===== config.mk =====
export PLATFORM = sky130hd
export DESIGN_NAME = hvn_seq
export DESIGN_NICKNAME = d
export VERILOG_FILES = /design/src/hvn_pkg.sv /design/src/hvn_seq.sv
export SDC_FILE = /design/constraint.sdc
export NUM_CORES = 1
export LEC_CHECK = 0
export CORE_UTILIZATION = 25
export CTS_CLUSTER_DIAMETER = 120
export DETAILED_ROUTE_END_ITERATION = 8
export DONT_BUFFER_PORTS = 1
export PLACE_DENSITY = 0.42
export SYNTH_ARGS = -nofsm -noshare
export SYNTH_HDL_FRONTEND = slang
export SYNTH_SLANG_ARGS = --single-unit

===== constraint.sdc =====
create_clock -name clock -period 11.9 [get_ports clock]
set_clock_uncertainty 0.1 [all_clocks]
set_input_delay 1.19 -clock clock [delete_from_list [all_inputs] [get_ports clock]]
set_output_delay 1.19 -clock clock [all_outputs]
set_load 0.1 [all_outputs]

===== src/hvn_pkg.sv =====
// Package for the heightmap vertex normal block: payload structs, sequencer and normalizer states
// and fixed constants. No dependencies.
`timescale 1ns / 1ps
package hvn_pkg;

   localparam int FRAC_BITS = 14;
   localparam int GUARD_BITS = 8;

   typedef struct packed {
      logic       operation;
      logic [7:0] x_coord;
      logic [7:0] z_coord;
      logic [7:0] height_byte;
   } req_type;

   typedef struct packed {
      logic signed [15:0] normal_x;
      logic signed [15:0] normal_y;
      logic signed [15:0] normal_z;
   } rsp_type;

   localparam logic OP_WRITE = 1'b0;
   localparam logic OP_QUERY = 1'b1;

   typedef enum logic [3:0] {
      ST_IDLE,
      ST_READ,
      ST_TRI,
      ST_NORM,
      ST_NWAIT,
      ST_SUM,
      ST_FNORM,
      ST_FWAIT,
      ST_DONE
   } state_type;

   typedef enum logic [2:0] {
      N_IDLE, N_SQ, N_SQRT, N_DIV, N_OUT
   } norm_state_type;

   typedef struct packed {
      logic        start;
      logic        guard;
      logic signed [19:0] vx;
      logic signed [19:0] vy;
      logic signed [19:0] vz;
   } norm_cmd_type;

   typedef struct packed {
      logic        busy;
      logic        done;
      logic signed [15:0] nx;
      logic signed [15:0] ny;
      logic signed [15:0] nz;
   } norm_sts_type;

endpackage


===== src/hvn_seq.sv =====
// Query sequencer: reads the 3x3 neighborhood from the height memory, forms
// triangle normals, accumulates them and runs the final normalization. Uses hvn_pkg.
`timescale 1ns / 1ps
module hvn_seq (
   input  logic                  clock,
   input  logic                  reset,
   input  logic                  start,
   input  logic [7:0]            qx,
   input  logic [7:0]            qz,
   input  logic [8:0]            side,
   output logic [15:0]           rd_addr,
   input  logic [7:0]            rd_data,
   output hvn_pkg::norm_cmd_type ncmd,
   input  hvn_pkg::norm_sts_type nsts,
   output logic                  busy,
   output logic                  done,
   output hvn_pkg::rsp_type      result
);

   hvn_pkg::state_type st_ff, st_in;
   logic [3:0]  k_ff, k_in;
   logic [2:0]  t_ff, t_in;
   logic [7:0]  h_ff [9];
   logic [8:0]  hok_ff;
   logic signed [19:0] ax_ff, ay_ff, az_ff;
   logic signed [19:0] vx, vz;
   logic [8:0]  px, pz;
   logic [1:0]  kx, kz;
   logic [1:0]  cx, cz;
   logic        use_t;
   logic signed [9:0] a00, a10, a11, a01;
   logic [3:0]  rk_ff;

   always_comb begin
      case (k_ff) inside
         4'd0, 4'd3, 4'd6: kx = 2'd0;
         4'd1, 4'd4, 4'd7: kx = 2'd1;
         default: kx = 2'd2;
      endcase
      case (k_ff) inside
         [4'd0:4'd2]: kz = 2'd0;
         [4'd3:4'd5]: kz = 2'd1;
         default: kz = 2'd2;
      endcase
      px = {1'b0, qx} + {7'd0, kx} - 9'd1;
      pz = {1'b0, qz} + {7'd0, kz} - 9'd1;
   end
   assign rd_addr = {pz[7:0], px[7:0]};

   always_comb begin
      case (t_ff[2:1])
         2'd0: begin cx = 2'd0; cz = 2'd0; end
         2'd1: begin cx = 2'd0; cz = 2'd1; end
         2'd2: begin cx = 2'd1; cz = 2'd1; end
         default: begin cx = 2'd1; cz = 2'd0; end
      endcase
      case (t_ff)
         3'd0, 3'd1: use_t = (qx != 8'd0) && (qz != 8'd0);
         3'd2: use_t = (qx != 8'd0) && (9'(qz) < side - 9'd1);
         3'd3: use_t = 1'b0;
         3'd4, 3'd5: use_t = (9'(qx) < side - 9'd1) && (9'(qz) < side - 9'd1);
         3'd6: use_t = 1'b0;
         default: use_t = (9'(qx) < side - 9'd1) && (qz != 8'd0);
      endcase
      a00 = {2'b0, h_ff[4'(cz) * 4'd3 + 4'(cx)]};
      a10 = {2'b0, h_ff[4'(cz) * 4'd3 + 4'(cx) + 4'd1]};
      a11 = {2'b0, h_ff[4'(cz) * 4'd3 + 4'(cx) + 4'd4]};
      a01 = {2'b0, h_ff[4'(cz) * 4'd3 + 4'(cx) + 4'd3]};
      if (!t_ff[0]) begin
         vx = 20'(a10 - a00);
         vz = 20'(a11 - a10);
      end else begin
         vx = 20'(a11 - a01);
         vz = 20'(a01 - a00);
      end
   end

   always_comb begin
      st_in = st_ff;
      k_in = k_ff;
      t_in = t_ff;
      case (st_ff)
         hvn_pkg::ST_IDLE: if (start) begin
            st_in = hvn_pkg::ST_READ;
            k_in = 4'd0;
         end
         hvn_pkg::ST_READ: begin
            if (k_ff == 4'd8) begin
               st_in = hvn_pkg::ST_TRI;
               t_in = 3'd0;
            end
            k_in = k_ff + 4'd1;
         end
         hvn_pkg::ST_TRI: begin
            if (k_ff != 4'd10) k_in = k_ff + 4'd1;
            else if (use_t) st_in = hvn_pkg::ST_NWAIT;
            else if (t_ff == 3'd7) st_in = hvn_pkg::ST_FNORM;
            else t_in = t_ff + 3'd1;
         end
         hvn_pkg::ST_NWAIT: if (nsts.done) st_in = hvn_pkg::ST_SUM;
         hvn_pkg::ST_SUM: begin
            if (t_ff == 3'd7) st_in = hvn_pkg::ST_FNORM;
            else begin
               st_in = hvn_pkg::ST_TRI;
               t_in = t_ff + 3'd1;
            end
         end
         hvn_pkg::ST_FNORM: st_in = hvn_pkg::ST_FWAIT;
         hvn_pkg::ST_FWAIT: if (nsts.done) st_in = hvn_pkg::ST_DONE;
         hvn_pkg::ST_DONE: st_in = hvn_pkg::ST_IDLE;
         default: st_in = hvn_pkg::ST_IDLE;
      endcase
   end

   always_comb begin
      ncmd = '0;
      if (st_ff == hvn_pkg::ST_TRI && k_ff == 4'd10 && use_t) begin
         ncmd.start = 1'b1;
         ncmd.guard = 1'b1;
         ncmd.vx = vx;
         ncmd.vy = -20'sd16;
         ncmd.vz = vz;
      end else if (st_ff == hvn_pkg::ST_FNORM) begin
         ncmd.start = 1'b1;
         ncmd.vx = ax_ff;
         ncmd.vy = ay_ff;
         ncmd.vz = az_ff;
      end
      busy = (st_ff != hvn_pkg::ST_IDLE);
      done = (st_ff == hvn_pkg::ST_DONE);
   end

   always_ff @(posedge clock) begin
      if (reset) begin
         st_ff <= hvn_pkg::ST_IDLE;
      end else begin
         st_ff <= st_in;
      end
      k_ff <= k_in;
      t_ff <= t_in;
      rk_ff <= k_ff;
      if (st_ff == hvn_pkg::ST_IDLE) begin
         ax_ff <= '0;
         ay_ff <= '0;
         az_ff <= '0;
      end
      if ((st_ff == hvn_pkg::ST_READ || st_ff == hvn_pkg::ST_TRI) && k_ff >= 4'd1
          && k_ff <= 4'd9) begin
         h_ff[rk_ff] <= hok_ff[rk_ff] ? rd_data : 8'd0;
      end
      if (st_ff == hvn_pkg::ST_READ) hok_ff[k_ff] <= (px[8] == 1'b0) && (pz[8] == 1'b0);
      if (st_ff == hvn_pkg::ST_SUM) begin
         ax_ff <= ax_ff + 20'(nsts.nx);
         ay_ff <= ay_ff + 20'(nsts.ny);
         az_ff <= az_ff + 20'(nsts.nz);
      end
      if (st_ff == hvn_pkg::ST_FWAIT && nsts.done) begin
         result.normal_x <= nsts.nx;
         result.normal_y <= nsts.ny;
         result.normal_z <= nsts.nz;
      end
   end

   assert property (@(posedge clock) disable iff (reset)
      ncmd.start |-> !nsts.busy)
      else $error("normalizer started while busy");
   assert property (@(posedge clock) disable iff (reset)
      (st_ff == hvn_pkg::ST_SUM) |-> $past(nsts.done))
      else $error("sum without normalizer result");
   assert property (@(posedge clock) disable iff (reset)
      done |=> !busy)
      else $error("sequencer did not return idle");

endmodule


Word level (Yosys, flattened, before mapping)

Memory sizes are Yosys's and may differ from the RTL's.
Cells that the tools add are included.
W data, S select, Z words.

$add $sub $neg: 18
Multipliers: 1
Magnitude comparators: 11
Eq/ne operators: 32
Mux-type cells: 43
Bitwise gates (word level): 2
Reductions and logical operators: 34

Operator list:

| cell                  | number |
|---|---|
| $mux W20              | 6 |
| $mux W60              | 2 |
| $add A20 B16 Y20      | 3 |
| $mux W4               | 9 |
| $sub A8 B8 Y9         | 4 |
| $eq A4 B3 Y1 const B  | 7 |
| $pmux W4 S7           | 1 |
| $sub A9 B1 Y9 const B | 3 |
| $add A8 B2 Y9         | 2 |
| $lt A8 B9 Y1          | 2 |
| $reduce_bool A8 Y1    | 2 |
| $mux W3               | 5 |
| $ne A2 B2 Y1 const B  | 7 |
| $logic_and A1 B1 Y1   | 13 |
| $eq A3 B3 Y1 const B  | 4 |
| $eq A4 B4 Y1 const B  | 3 |
| $ge A4 B1 Y1 const B  | 3 |
| $pmux W4 S3           | 1 |
| $lt A4 B5 Y1 const B  | 2 |
| $reduce_or A2 Y1      | 5 |
| $bwmux W9             | 1 |
| $mux W1               | 9 |
| $pmux W3 S3           | 1 |
| $add A4 B1 Y4 const B | 2 |
| 34 further kinds      | 44 |

Flip-flop bits (word level): 132
Memory bits (writable): 72
Input port bits: 86
Output and inout bits: 128
Logic and storage cells: 153
Memories kept: 1

Memories:

| memory | words | width | read ports | clocked after Yosys merged registers in | wr ports | line          | text |
|---|---|---|---|---|---|---|---|
| h_ff   | 9     | 8     | 4          | 0                                       | 1        | hvn_seq.sv:23 | `logic [7:0] h_ff [9];` |

Longest topological paths before layout

An unclocked memory read counts as a cell.

Depth after elaboration: 10
Mapped depth: 24
Depth with buffers taken out: 20

Worst setup path after synthesis

Ideal clock, no wire load.

Path type: reg-to-output
From: register t_ff[2]
To: output ncmd[59] in the netlist's numbering
Arrival: 6.437 ns
Data required time: 10.610 ns
Setup slack: 4.173 ns
Stages on the path, launching flop included: 23
Path buffers: 4
Path through: edfxtp_1 -> clkbuf_1 -> inv_1 -> ha_1 -> clkbuf_1 -> xnor2_1 -> clkbuf_1 -> buf_1 -> a211oi_1 -> a211oi_1 -> a21oi_1 -> inv_1 -> ha_1 -> inv_1 -> fa_1 -> a21o_1 -> a21oi_1 -> o21bai_1 -> a21oi_1 -> nor2b_1 -> o21ai_0 -> a32oi_1 -> o21ai_0

RTL lines:

| what                     | line           | text |
|---|---|---|
| start: declaration       | hvn_seq.sv:22  | `logic [2:0] t_ff, t_in;` |
| start signal: assignment | hvn_seq.sv:140 | `t_ff <= t_in;` |
| end: declaration         | hvn_seq.sv:13  | `output hvn_pkg::norm_cmd_type ncmd,` |

==> flow_metrics.tcl <==
set metrics [dict create \
    status "finished, final reports clean" \
    final_layout_size_suffix_gt1_share_pct 12.0 \
    die-area_um2 59900 \
    post-route-min-period_ps 8100 \
    ant_nets 0 \
    synth_top_cell_area_share_pct 39.9 \
    cts_hold_buf 0 \
    post_cts_buffers 0 \
    fmax_mhz 123 \
    ys_ff_latch 204 \
    post-route-drc-count 0 \
    rsz0062_at_grt "false" \
    area_growth_syn_to_layout_pct 14.1 \
    initial_core_util_pct 25.4 \
    rrSetupSlack_ps 7900 \
    clockBufferDepth 3 \
    ys_warn_count 0 \
    diodes 0 \
    worstSkewPairLatency_ps 580 \
    powerDensity_nw_per_um2 284 \
    timing.setup.tns_ps 0 \
    max_slew.worst_pin.slew_ps 1200 \
    worst-path-max-fanout 51 \
    grt_first_pass_wirelength_um 64100 \
    drt_iter0_drc 544 \
    synth_edf_count 196 \
    root_buffer "clkbuf_16" \
    fill_cells 6022 \
    synth-main-ff-cell "edfxtp_1" \
    relSlewSlack_pct 20.3 \
    drv_cap 0 \
    drt-wirelength-per-cell_um 18.5 \
    min_path_type "register to register" \
    grt.total_usage_pct 13.6 \
    leakage_uw 0.00666 \
    cts_tree "built" \
    finalCritPeriodShare_pct 68.1 \
    r2r-start "k_ff[1]" \
    die_y_um 245 \
    wl_um 41300 \
    netlist-cell-type-count 73 \
    cts-buffers-inserted 28 \
    crit_required_ps 10610 \
    nets 1680 \
    dp_hpwl_um 31600 \
    yosysMostFrequentCell "edfxtp_1" \
    crit_path_end_kind "output pin" \
    hold_violations 0 \
    synth-seq-area-share_pct 41.0 \
    r2r_end "hok_ff[3]" \
    synth_area_per_cell_um2 10.2 \
    place_congestion 0.799 \
    hold_depth 0 \
    core_um2 58000 \
    grt_start_max_net_pins 61 \
    grt_pass1_vias 11100 \
    start_kind "register" \
    avgViaCountPerCell 4.85 \
    slew_violations 0 \
    antenna_found_initial 0 \
    vdd_drop_max_uv 155 \
    synthCells 1450 \
    cts_resized 0 \
    crit_path_top_delay_cell "o21ai_2" \
    netlist_top_cells_area "edfxtp_1 (40%), ha_1 (12%), mux2i_1 (4.6%)" \
    die_w_um 245 \
    finalCoreUtilization_pct 29.0 \
    cpPeakStageDelay_ps 870 \
    cpMostUsedCell "buf_4" \
    syn_nets 1681 \
    crit_arrival_ps 6810 \
    hold_end "rk_ff[1]" \
    rows 88 \
    crit_type "register to output pin" \
    vias 10900 \
    syn_area_um2 14700 \
    h-tree-depth 1 \
    grt_overflow 0 \
    async_flop_share_pct 0 \
    io_pins 214 \
    port_buffers 0 \
    min_from "k_ff[1]" \
    clock_sinks 204 \
    crit_path_cell_trace "inv_1 > ha_2 > buf_4 > xnor2_2 > buf_4 > mux2i_1 > mux4_2 > nand2_1 > o21a_1 > ha_1 > inv_1 > fa_1 > a21o_1 > a21oi_1 > o21bai_1 > a21oi_1 > nor2b_1 > o21ai_0 > a32oi_1 > buf_4 > o21ai_2" \
    setup-violations-final 0 \
    yosysTopAreaCell "edfxtp_1" \
    firstDrtPassIters 4 \
    r2r_cells 15 \
    cts.clk_slew.worst_paths_ps 60 \
    yosys-top-cells-count "edfxtp_1 (196), nand2_1 (146), ha_1 (136)" \
]
[routing by layer]
layer	GRT usage (%)	share of wire (%)	up-vias
met5	0	0	-
met4	2.85	1.9	0
met3	2.76	4.6	40
met2	22.4	47	193
met1	18.4	47	5297
li1	-	-	5321
[how the worst max path moves through the flow]
| stage | from | endpoint | slack [ps] | cells after the start |
|---|---|---|---|---|
| 6_report | t_ff[2] | ncmd[18] | 3800 | 21 |
| 5_1_grt | t_ff[2] | ncmd[18] | 3290 | 21 |
| 4_1_cts | t_ff[2] | ncmd[19] | 3650 | 21 |
| 3_5_place_dp | t_ff[2] | ncmd[19] | 4310 | 21 |
| 3_3_place_gp | t_ff[2] | ncmd[19] | 4310 | 21 |
| 2_1_floorplan | t_ff[2] | ncmd[59] | 4170 | 22 |
[flip-flops by register name, summed over array words and instances (netlist names)]
name,cells
h_ff,72
hok_ff,9
k_ff,4
az_ff,20
ay_ff,20
t_ff,3
st_ff,4
rk_ff,4
ax_ff,20
result,48
[cells in the final DEF, fill, tap and decap left out, drive strengths merged, types with 34 or more instances in the layout]
cell type and count:
xor2 38, a21o 34, inv 92, mux2i 68, nand2 146, ha 136
clkbuf 35, a21oi 61, o21a 36, o21ai 87, nor2 123, edfxtp 196
[worst max-delay path: cells and delay by family (launching register included)]
kind	cells	cell delay (ps)
compound gates	8	2030
buf+inv	5	1550
fa+ha+maj	3	920
mux	2	750
flops	1	620
xor+xnor	1	170
simple gates	2	160
[where the power goes]
part	switching [uW]	internal (uW)	leakage [uW]	total, uW
logic	1760	1020	0.00426	2780
registers	123	1010	0.00194	1140
clock network	355	516	0.000454	871
[cells by family (layout without fill, tap and decap cells)]
family                     Yosys count  in the layout  share of synthesized area, %
adders and majority gates          145            145                          12.8
buffers and inverters              142            163                          3.90
DFF                                204            204                          41.0
muxes                              102            102                          8.59
AOI/OAI and AO/OA                  335            335                          14.9
xor gates and xnor gates            69             69                          4.19
and+or+nand+nor                    453            453                          14.7
[per-stage QoR]
step / instances / setup WS (ps) / instance area [um2] / power (uW) / hold slack [ps]
CTS: 2236 / 3650 / 16800 / 4860 / 370
global route: 2236 / 3290 / 16800 / 5170 / 388
detailed placement: 2184 / 4310 / 15900 / 3950 / 360
floorplan: 1450 / 4170 / 14700 / 3300 / 246
global placement: 2184 / 4310 / 15900 / 3930 / 369
finish: 2236 / 3800 / 16800 / 4780 / 372
[cell type report]
cell class / count / area (um2) / share of cell area [%]
Inverter: 91 / 342 / 2.03
Multi-Input combinational cell: 1104 / 8370 / 49.8
Clock buffer: 35 / 757 / 4.50
Tap cell: 765 / 957 / 5.69
Clock inverter: 17 / 183 / 1.09
Timing Repair Buffer: 20 / 170 / 1.01
Sequential cell: 204 / 6050 / 35.9
Power figures use the tool's default switching activity.
