==> src/hvn_pkg.sv <==
// Package for the heightmap vertex normal block: payload structs, sequencer and normalizer states
// and fixed constants. No dependencies.
`timescale 1ns / 1ps
package hvn_pkg;

   localparam int FRAC_BITS = 14;
   localparam int GUARD_BITS = 8;

   typedef struct packed {
      logic       operation;
      logic [7:0] x_coord;
      logic [7:0] z_coord;
      logic [7:0] height_byte;
   } req_type;

   typedef struct packed {
      logic signed [15:0] normal_x;
      logic signed [15:0] normal_y;
      logic signed [15:0] normal_z;
   } rsp_type;

   localparam logic OP_WRITE = 1'b0;
   localparam logic OP_QUERY = 1'b1;

   typedef enum logic [3:0] {
      ST_IDLE,
      ST_READ,
      ST_TRI,
      ST_NORM,
      ST_NWAIT,
      ST_SUM,
      ST_FNORM,
      ST_FWAIT,
      ST_DONE
   } state_type;

   typedef enum logic [2:0] {
      N_IDLE, N_SQ, N_SQRT, N_DIV, N_OUT
   } norm_state_type;

   typedef struct packed {
      logic        start;
      logic        guard;
      logic signed [19:0] vx;
      logic signed [19:0] vy;
      logic signed [19:0] vz;
   } norm_cmd_type;

   typedef struct packed {
      logic        busy;
      logic        done;
      logic signed [15:0] nx;
      logic signed [15:0] ny;
      logic signed [15:0] nz;
   } norm_sts_type;

endpackage

==> src/hvn_norm.sv <==
// Shared iterative normalizer: squares, integer square root and a restoring
// divider, one bit per cycle. Depends on hvn_pkg.
`timescale 1ns / 1ps
module hvn_norm (
   input  logic                 clock,
   input  logic                 reset,
   input  hvn_pkg::norm_cmd_type cmd,
   output hvn_pkg::norm_sts_type sts
);

   hvn_pkg::norm_state_type st_ff, st_in;
   logic [1:0]         idx_ff, idx_in;
   logic [5:0]         cnt_ff, cnt_in;
   logic [19:0]        mag_ff [3];
   logic [2:0]         neg_ff;
   logic [57:0]        sum_ff, sum_in;
   logic [57:0]        rem_ff, rem_in;
   logic [29:0]        root_ff, root_in;
   logic [47:0]        dnum_ff, dnum_in;
   logic [31:0]        dq_ff, dq_in;
   logic [32:0]        drem_ff, drem_in;
   logic               guard_ff;
   logic [15:0]        res_ff [3];
   logic               done_ff;
   logic [39:0]        sq;
   logic [59:0]        trial;
   logic [59:0]        rem_sh;
   logic [32:0]        dtrial;
   logic [31:0]        den;
   logic [31:0]        mq;
   logic [15:0]        one_sat;
   logic [15:0]        fld;

   assign sq = mag_ff[idx_ff] * mag_ff[idx_ff];
   assign rem_sh = {rem_ff, 2'b00} | 60'(sum_ff >> (2 * cnt_ff)) & 60'd3;
   assign trial = {28'd0, root_ff, 2'b01};
   assign den = {1'b0, root_ff, 1'b0};
   assign dtrial = {drem_ff[31:0], dnum_ff[47]};
   assign mq = (dq_ff > 32'(1 << hvn_pkg::FRAC_BITS)) ? 32'(1 << hvn_pkg::FRAC_BITS) : dq_ff;
   assign one_sat = mq[15:0];
   assign fld = neg_ff[idx_ff] ? 16'(-$signed({1'b0, one_sat})) : one_sat;

   always_comb begin
      st_in = st_ff;
      idx_in = idx_ff;
      cnt_in = cnt_ff;
      sum_in = sum_ff;
      rem_in = rem_ff;
      root_in = root_ff;
      dnum_in = dnum_ff;
      dq_in = dq_ff;
      drem_in = drem_ff;
      case (st_ff)
         hvn_pkg::N_IDLE: begin
            if (cmd.start) begin
               st_in = hvn_pkg::N_SQ;
               idx_in = 2'd0;
               sum_in = '0;
            end
         end
         hvn_pkg::N_SQ: begin
            sum_in = sum_ff + 58'(sq);
            if (idx_ff == 2'd2) begin
               st_in = hvn_pkg::N_SQRT;
               cnt_in = 6'd28;
               rem_in = '0;
               root_in = '0;
               if (guard_ff) sum_in = (sum_ff + 58'(sq)) << (2 * hvn_pkg::GUARD_BITS);
            end else begin
               idx_in = idx_ff + 2'd1;
            end
         end
         hvn_pkg::N_SQRT: begin
            if (rem_sh >= trial) begin
               rem_in = 58'(rem_sh - trial);
               root_in = {root_ff[28:0], 1'b1};
            end else begin
               rem_in = 58'(rem_sh);
               root_in = {root_ff[28:0], 1'b0};
            end
            if (cnt_ff == 6'd0) begin
               st_in = hvn_pkg::N_DIV;
               idx_in = 2'd0;
               cnt_in = 6'd47;
               dq_in = '0;
               drem_in = '0;
               dnum_in = (48'(mag_ff[0]) << (hvn_pkg::FRAC_BITS + 1
                          + (guard_ff ? hvn_pkg::GUARD_BITS : 0)))
                         + 48'(root_in);
            end else begin
               cnt_in = cnt_ff - 6'd1;
            end
         end
         hvn_pkg::N_DIV: begin
            dnum_in = {dnum_ff[46:0], 1'b0};
            if (root_ff == '0) begin
               drem_in = dtrial;
               dq_in = {dq_ff[30:0], 1'b0};
            end else if (dtrial >= 33'(den)) begin
               drem_in = dtrial - 33'(den);
               dq_in = {dq_ff[30:0], 1'b1};
            end else begin
               drem_in = dtrial;
               dq_in = {dq_ff[30:0], 1'b0};
            end
            if (cnt_ff == 6'd0) st_in = hvn_pkg::N_OUT;
            else cnt_in = cnt_ff - 6'd1;
         end
         hvn_pkg::N_OUT: begin
            if (idx_ff == 2'd2) begin
               st_in = hvn_pkg::N_IDLE;
            end else begin
               idx_in = idx_ff + 2'd1;
               st_in = hvn_pkg::N_DIV;
               cnt_in = 6'd47;
               dq_in = '0;
               drem_in = '0;
               dnum_in = (48'(mag_ff[idx_ff + 2'd1]) << (hvn_pkg::FRAC_BITS + 1
                          + (guard_ff ? hvn_pkg::GUARD_BITS : 0)))
                         + 48'(root_ff);
            end
         end
         default: st_in = hvn_pkg::N_IDLE;
      endcase
   end

   always_ff @(posedge clock) begin
      if (reset) begin
         st_ff <= hvn_pkg::N_IDLE;
         done_ff <= 1'b0;
      end else begin
         st_ff <= st_in;
         done_ff <= (st_ff == hvn_pkg::N_OUT) && (idx_ff == 2'd2);
      end
      idx_ff <= idx_in;
      cnt_ff <= cnt_in;
      sum_ff <= sum_in;
      rem_ff <= rem_in;
      root_ff <= root_in;
      dnum_ff <= dnum_in;
      dq_ff <= dq_in;
      drem_ff <= drem_in;
      if (st_ff == hvn_pkg::N_IDLE && cmd.start) begin
         guard_ff <= cmd.guard;
         mag_ff[0] <= cmd.vx[19] ? 20'(-cmd.vx) : cmd.vx;
         mag_ff[1] <= cmd.vy[19] ? 20'(-cmd.vy) : cmd.vy;
         mag_ff[2] <= cmd.vz[19] ? 20'(-cmd.vz) : cmd.vz;
         neg_ff <= {cmd.vz[19], cmd.vy[19], cmd.vx[19]};
      end
      if (st_ff == hvn_pkg::N_OUT) res_ff[idx_ff] <= fld;
   end

   assign sts.busy = (st_ff != hvn_pkg::N_IDLE);
   assign sts.done = done_ff;
   assign sts.nx = res_ff[0];
   assign sts.ny = res_ff[1];
   assign sts.nz = res_ff[2];

   assert property (@(posedge clock) disable iff (reset)
      (st_ff == hvn_pkg::N_OUT && idx_ff == 2'd2) |=> sts.done)
      else $error("normalizer finished without done");
   assert property (@(posedge clock) disable iff (reset)
      sts.done |-> st_ff == hvn_pkg::N_IDLE)
      else $error("done while busy");
   assert property (@(posedge clock) disable iff (reset)
      (st_ff == hvn_pkg::N_DIV) |-> cnt_ff <= 6'd47)
      else $error("divider count out of range");

endmodule

==> config.mk <==
export PLATFORM = sky130hd
export DESIGN_NAME = hvn_norm
export DESIGN_NICKNAME = d
export VERILOG_FILES = /design/src/hvn_pkg.sv /design/src/hvn_norm.sv
export SDC_FILE = /design/constraint.sdc
export NUM_CORES = 2
export LEC_CHECK = 0
export BUFFER_PORTS_ARGS = -buffer_cell sky130_fd_sc_hd__buf_4
export CORE_MARGIN = 2
export CORE_UTILIZATION = 60
export DETAILED_ROUTE_END_ITERATION = 16
export HOLD_SLACK_MARGIN = 0.03
export PLACE_DENSITY_LB_ADDON = 0.25
export SLEW_MARGIN = 20
export SYNTH_ARGS = -nofsm -noshare
export SYNTH_HDL_FRONTEND = slang
export SYNTH_SLANG_ARGS = --single-unit
==> constraint.sdc <==
create_clock -name clock -period 28 [get_ports clock]
set_input_delay 2.8 -clock clock [delete_from_list [all_inputs] [get_ports clock]]
set_output_delay 2.8 -clock clock [all_outputs]
set_load 0.05 [all_outputs]
### After elaboration in Yosys (flattened, before gate mapping)

Memories as Yosys holds them, arrays and structs flattened. A register that Yosys moved wholly into a read port is not among the register bits.
Cells that the tools add are included.

| storage, ports and cells | value |
|---|---|
| logic and storage cells | 117 |
| bits in writable memories | 108 |
| output and inout bits | 50 |
| memories kept | 2 |
| input bits | 64 |
| flip-flop bits (word level) | 274 |

| cells by class | value |
|---|---|
| mux-type cells | 52 |
| multipliers | 1 |
| $lt $le $gt $ge | 4 |
| shift operators | 3 |
| add/sub/neg operators | 12 |
| bitwise operators | 1 |
| equal/unequal tests | 12 |
| reductions and logical operators | 18 |

Memories:

| memory | depth | width | rd ports | clocked after Yosys merged registers in | write ports | RTL line | RTL |
|---|---|---|---|---|---|---|---|
| mag_ff | 3 | 20 | 3 | 1 | 3 | hvn_norm.sv:14 | `logic [19:0] mag_ff [3];` |
| res_ff | 3 | 16 | 3 | 0 | 1 | hvn_norm.sv:23 | `logic [15:0] res_ff [3];` |

Operators by type and width:

| cell | number |
|---|---|
| 2-to-1 mux 58 bit | 5 |
| one-hot mux 58 bit (2 select lines) | 2 |
| 2-to-1 mux 32 bit | 6 |
| one-hot mux 32 bit (3 select lines) | 2 |
| one-hot mux 48 bit (3 select lines) | 1 |
| adder 48 x 30 -> 48 bit | 2 |
| 2-to-1 mux 48 bit | 2 |
| >= comparator 60 x 32 -> 1 bit | 1 |
| 2-to-1 mux 20 bit | 3 |
| 2-to-1 mux 30 bit | 2 |
| negator 20 bit | 3 |
| OR 60 x 2 -> 60 bit | 1 |
| one-hot mux 30 bit (2 select lines) | 1 |
| adder 58 x 40 -> 58 bit | 1 |
| right shift 58 x 7 -> 2 bit | 1 |
| subtractor 58 x 32 -> 58 bit | 1 |
| left shift 20 x 32 -> 48 bit | 1 |
| left shift 20 x 5 -> 48 bit | 1 |
| multiplier 20 x 20 -> 40 bit | 1 |
| >= comparator 33 x 31 -> 1 bit | 1 |
| > comparator 32 x 15 -> 1 bit, second input constant | 1 |
| 2-to-1 mux 16 bit | 2 |
| subtractor 32 x 31 -> 32 bit | 1 |
| zero test 30 bit | 1 |
| other kinds (29) | 60 |

### Depth between registers and ports, before layout

| logic depth | value |
|---|---|
| depth after elaboration | 8 |
| depth in mapped cells | 33 |
| depth with buffers taken out | 29 |

### Least setup slack after synthesis

No wires, ideal clock.

| path | value |
|---|---|
| path type | reg2reg |
| from | register with a tool-made name |
| to | register sum_ff[54] (data pin) |
| cell stages (with the launch flop) | 32 |
| arrival time | 8.564 ns |
| setup time | 0.260 ns |
| slack | 19.176 ns |
| clock period less this slack | 8.824 ns |
| cells stage by stage | dfxtp_1 buf_1 buf_1 mux2i_1 o21a_1 inv_1 clkbuf_1 nand2_1 fa_1 inv_1 fa_1 inv_1 fa_1 inv_1 fa_1 fa_1 fa_1 inv_1 fa_1 inv_1 ha_1 a21oi_1 o21ai_0 o21ai_0 a21o_1 a21oi_1 a21oi_1 o311ai_0 clkbuf_1 nand4_1 mux2i_1 o21bai_1 |

RTL lines:

| item | RTL line | RTL |
|---|---|---|
| end signal: assignment | hvn_norm.sv:137 | `sum_ff <= sum_in;` |
| end: declaration | hvn_norm.sv:16 | `logic [57:0] sum_ff, sum_in;` |

==> metrics.md <==
| Metric | Value |
|---|---|
| Status | finished clean |
| CP max-delay cell | a211oi_1 |
| Routed WL per cell | 21.0 um |
| Cts hold-fix bufs | 0 |
| Initial Utilization | 60.6% |
| CP endpoint kind | flip-flop |
| Synth warn | 0 |
| FILL cells | slightly above 5000 |
| Number of synthesized flops with an enable pin | 378 |
| HP Class | reg -> reg |
| Vias per cell | 6.09 |
| PortBufs | between 100 and 150 |
| Worst hold stages | 2 |
| Hold Crit Start | dnum_ff[9]$_DFFE_PP_ |
| Final GP Congestion | 0.989 |
| Gr usage total | 32.0% |
| Required time of the critical path | 28360 ps |
| Post-DRT Antenna Nets | 0 |
| Post-synth top flop | edfxtp_1 |
| Setup skew after layout | 33.2 ps |
| Crit path top cell by count | fa_1 |
| RSZ-0062 raised after global routing | no |
| Clk root buf | clkbuf_16 |
| Clock transition at path regs | about 60 ps |
| Detailed Route Iter0 Violations | 3558 |
| I/O pins | between 100 and 150 |
| Area growth, synth to finish | 8.19% |
| Vias in the first global route | 30200 |
| Core area | 63100 um2 |
| Largest net degree at the start of global routing | 81 |
| Post-synthesis sequential area ratio | 30.0% |
| Final worst-path cycle share | around a third |
| Netlist cell types | 79 |
| Via count | about 30000 |
| Die area | 65800 um2 |
| Relative slew margins | 24.5% |
| Worst reg2reg path endpoint | sum_ff[47]$_SDFFCE_PN0P_ |
| Post-synth ARST share | 0% |
| First drt pass iteration count | 6 |
| CP Data Arrival Time | 9560 ps |
| GR Overflow Total | 0 |
| Syn_area_per_cell | 9.37 um2 |
| Yosys reg bits | 384 |
| Setup TNS | 0 ps |
| Final #Nets | ~4800 |
| Final antenna diode count | 0 |
| Num CTS Buffers | 43 |
| Global-route wire length before repair | 167 mm |
| Fin. Hold Viols | 0 |
| Clk sinks | 384 |
| Flop2flop setup slack | 18800 ps |
| Dpl hpwl | 80.8 mm |
| Worst slew pin tran | around 1100 ps |
| # Max-Cap Violations | 0 |
| Worst Path Class, Setup | reg -> reg |
| Slowest stage delay, CP | 840 ps |
| Synthesized cell area | roughly 38000 um2 |
| CTS resizes | 0 |
| Clock Path Buffers | 3 |
| Syn Inst Count | 4082 |
| Drt total wl | ~110 mm |
| H-tree depth | 2 |
| Initial antenna violation count | 2 |
| Die X | 256 um |
| Max Slew Vio Count | 0 |
| Fmax | 109 MHz |
| CTS tree | done |
| Period minus WS final | 9200 ps |
| Startpoint types | flip-flop |
| Rows | 92 |
| Most frequent cells in the layout | 580 x inv_1, 395 x nand2_1, 389 x nor2_1, 378 x edfxtp_1, 326 x fa_1 |
| Share of layout cells above drive strength 1 | 7.20% |
| Commonest non-fill, non-tap cell in the layout | inv_1 |
| Clk Latency, worst-skew pair | 600 ps |
| Crit Path Max Fanout | 20 |
| Hold worst-path end | dnum_ff[10]$_DFFE_PP_ |
| Reg2reg path depth | 26 |
| Finish-stage setup viols | 0 |
| Setup bufs post-CTS | 0 |
| Die height | 256 um |
| Drt drc | 0 |
kinds of logic after synthesis:
logic type | after synthesis | synth area share, %
fa+ha+maj | 591 | 25.7
flops | 384 | 30.0
mux | 125 | 3.72
compound gates | 773 | 13.0
simple gates | 1216 | 14.7
other cells | 2 | 0.0196
buf+inv | 755 | 7.49
xor+xnor | 236 | 5.40
critical path: cells and delay by family (launching register included):
kind,cells,cell delay [ps]
adder cells (fa/ha/maj),8,3980
AO/OA/AOI/OAI,5,2240
buffers and inverters,5,1030
AND/OR/NAND/NOR,6,1000
flip-flops,1,300
multiplexers,1,220
XOR/XNOR,1,170
layer usage:
layer / share of wire [%] / track usage (%)
met1: 42 / 45.4
met5: 0 / 0
met2: 45 / 49.7
met4: 3.6 / 10.8
met3: 9.9 / 5.66
metrics by stage:
| stage | setup slack (ps) | instances | utilization [%] | hold WS [ps] | cell area [um2] |
|---|---|---|---|---|---|
| global placement | 19090 | 4933 | 63.3 | 514 | 39900 |
| floorplan | 19180 | 4098 | - | 504 | 38300 |
| global route | 18340 | 5015 | 65.6 | 562 | 41400 |
| detailed placement | 18890 | 4935 | 63.4 | 520 | 40000 |
| finish | 18800 | 5015 | 65.6 | 544 | 41400 |
| CTS | 18880 | 5015 | 65.6 | 540 | 41400 |
registers in the layout, summed over array words and instances, names as in the netlist, 3 cells and up, named ones only:
register and count:
dq_ff 32, res_ff 48, drem_ff 32, rem_ff 58, dnum_ff 48, cnt_ff 6, mag_ff 60, st_ff 3
sum_ff 58, root_ff 30, neg_ff 3
cell usage after synthesis, types with 9 or more instances:
| cell type | n | share of area [%] |
|---|---|---|
| o22ai_1 | 21 | 0.34 |
| a31o_2 | 11 | 0.25 |
| nand2b_1 | 28 | 0.46 |
| xor2_1 | 75 | 1.7 |
| xnor2_1 | 161 | 3.7 |
| nor3_1 | 42 | 0.55 |
| mux2_2 | 17 | 0.50 |
| nor3b_1 | 9 | 0.18 |
| and3_1 | 71 | 1.2 |
| or4_1 | 20 | 0.39 |
| buf_2 | 9 | 0.12 |
| o31ai_1 | 34 | 0.67 |
| nand4_1 | 34 | 0.56 |
| o21ai_0 | 157 | 2.1 |
| o21bai_1 | 22 | 0.43 |
| a22oi_1 | 22 | 0.43 |
| or2_2 | 11 | 0.18 |
| o221ai_1 | 11 | 0.25 |
| a31oi_1 | 25 | 0.41 |
| mux4_2 | 12 | 0.71 |
| buf_1 | 18 | 0.18 |
| inv_1 | 580 | 5.7 |
| o21a_1 | 38 | 0.75 |
| edfxtp_1 | 378 | 30 |
| fa_1 | 326 | 17 |
| ha_1 | 265 | 8.7 |
| a21o_1 | 74 | 1.5 |
| a211oi_1 | 35 | 0.69 |
| nand3_1 | 75 | 0.98 |
| mux2i_1 | 96 | 2.5 |
| o211ai_1 | 13 | 0.26 |
| clkbuf_1 | 135 | 1.3 |
| nor2_1 | 392 | 3.8 |
| and2_1 | 13 | 0.21 |
| nor2b_1 | 26 | 0.43 |
| or3_1 | 37 | 0.61 |
| nand2_1 | 396 | 3.9 |
| nor4_1 | 31 | 0.51 |
| a21oi_1 | 213 | 2.8 |
area by class of cell:
cell class | instances | area, um2 | area share (%)
timing repair buffer | 156 | 1200 | 2.91
tap | 846 | 1060 | 2.56
inverter | 590 | 2210 | 5.35
clock inverter | 28 | 253 | 0.611
clock buffer | 52 | 1150 | 2.78
multi-input combinational | 2959 | 24000 | 58.1
sequential | 384 | 11500 | 27.7
worst max-delay path by stage:
stage / end / cells past startpoint
final: sum_ff[47]$_SDFFCE_PN0P_ / 26
after global routing: sum_ff[47]$_SDFFCE_PN0P_ / 31
after CTS: sum_ff[47]$_SDFFCE_PN0P_ / 31
after detailed placement: sum_ff[47]$_SDFFCE_PN0P_ / 31
after global placement: sum_ff[47]$_SDFFCE_PN0P_ / 31
after floorplan: sum_ff[54]$_SDFFCE_PN0P_ / 31
Power is left out: the tool's default activity adds up to more than one toggle a clock period on the data nets, which glitch-free logic cannot reach.
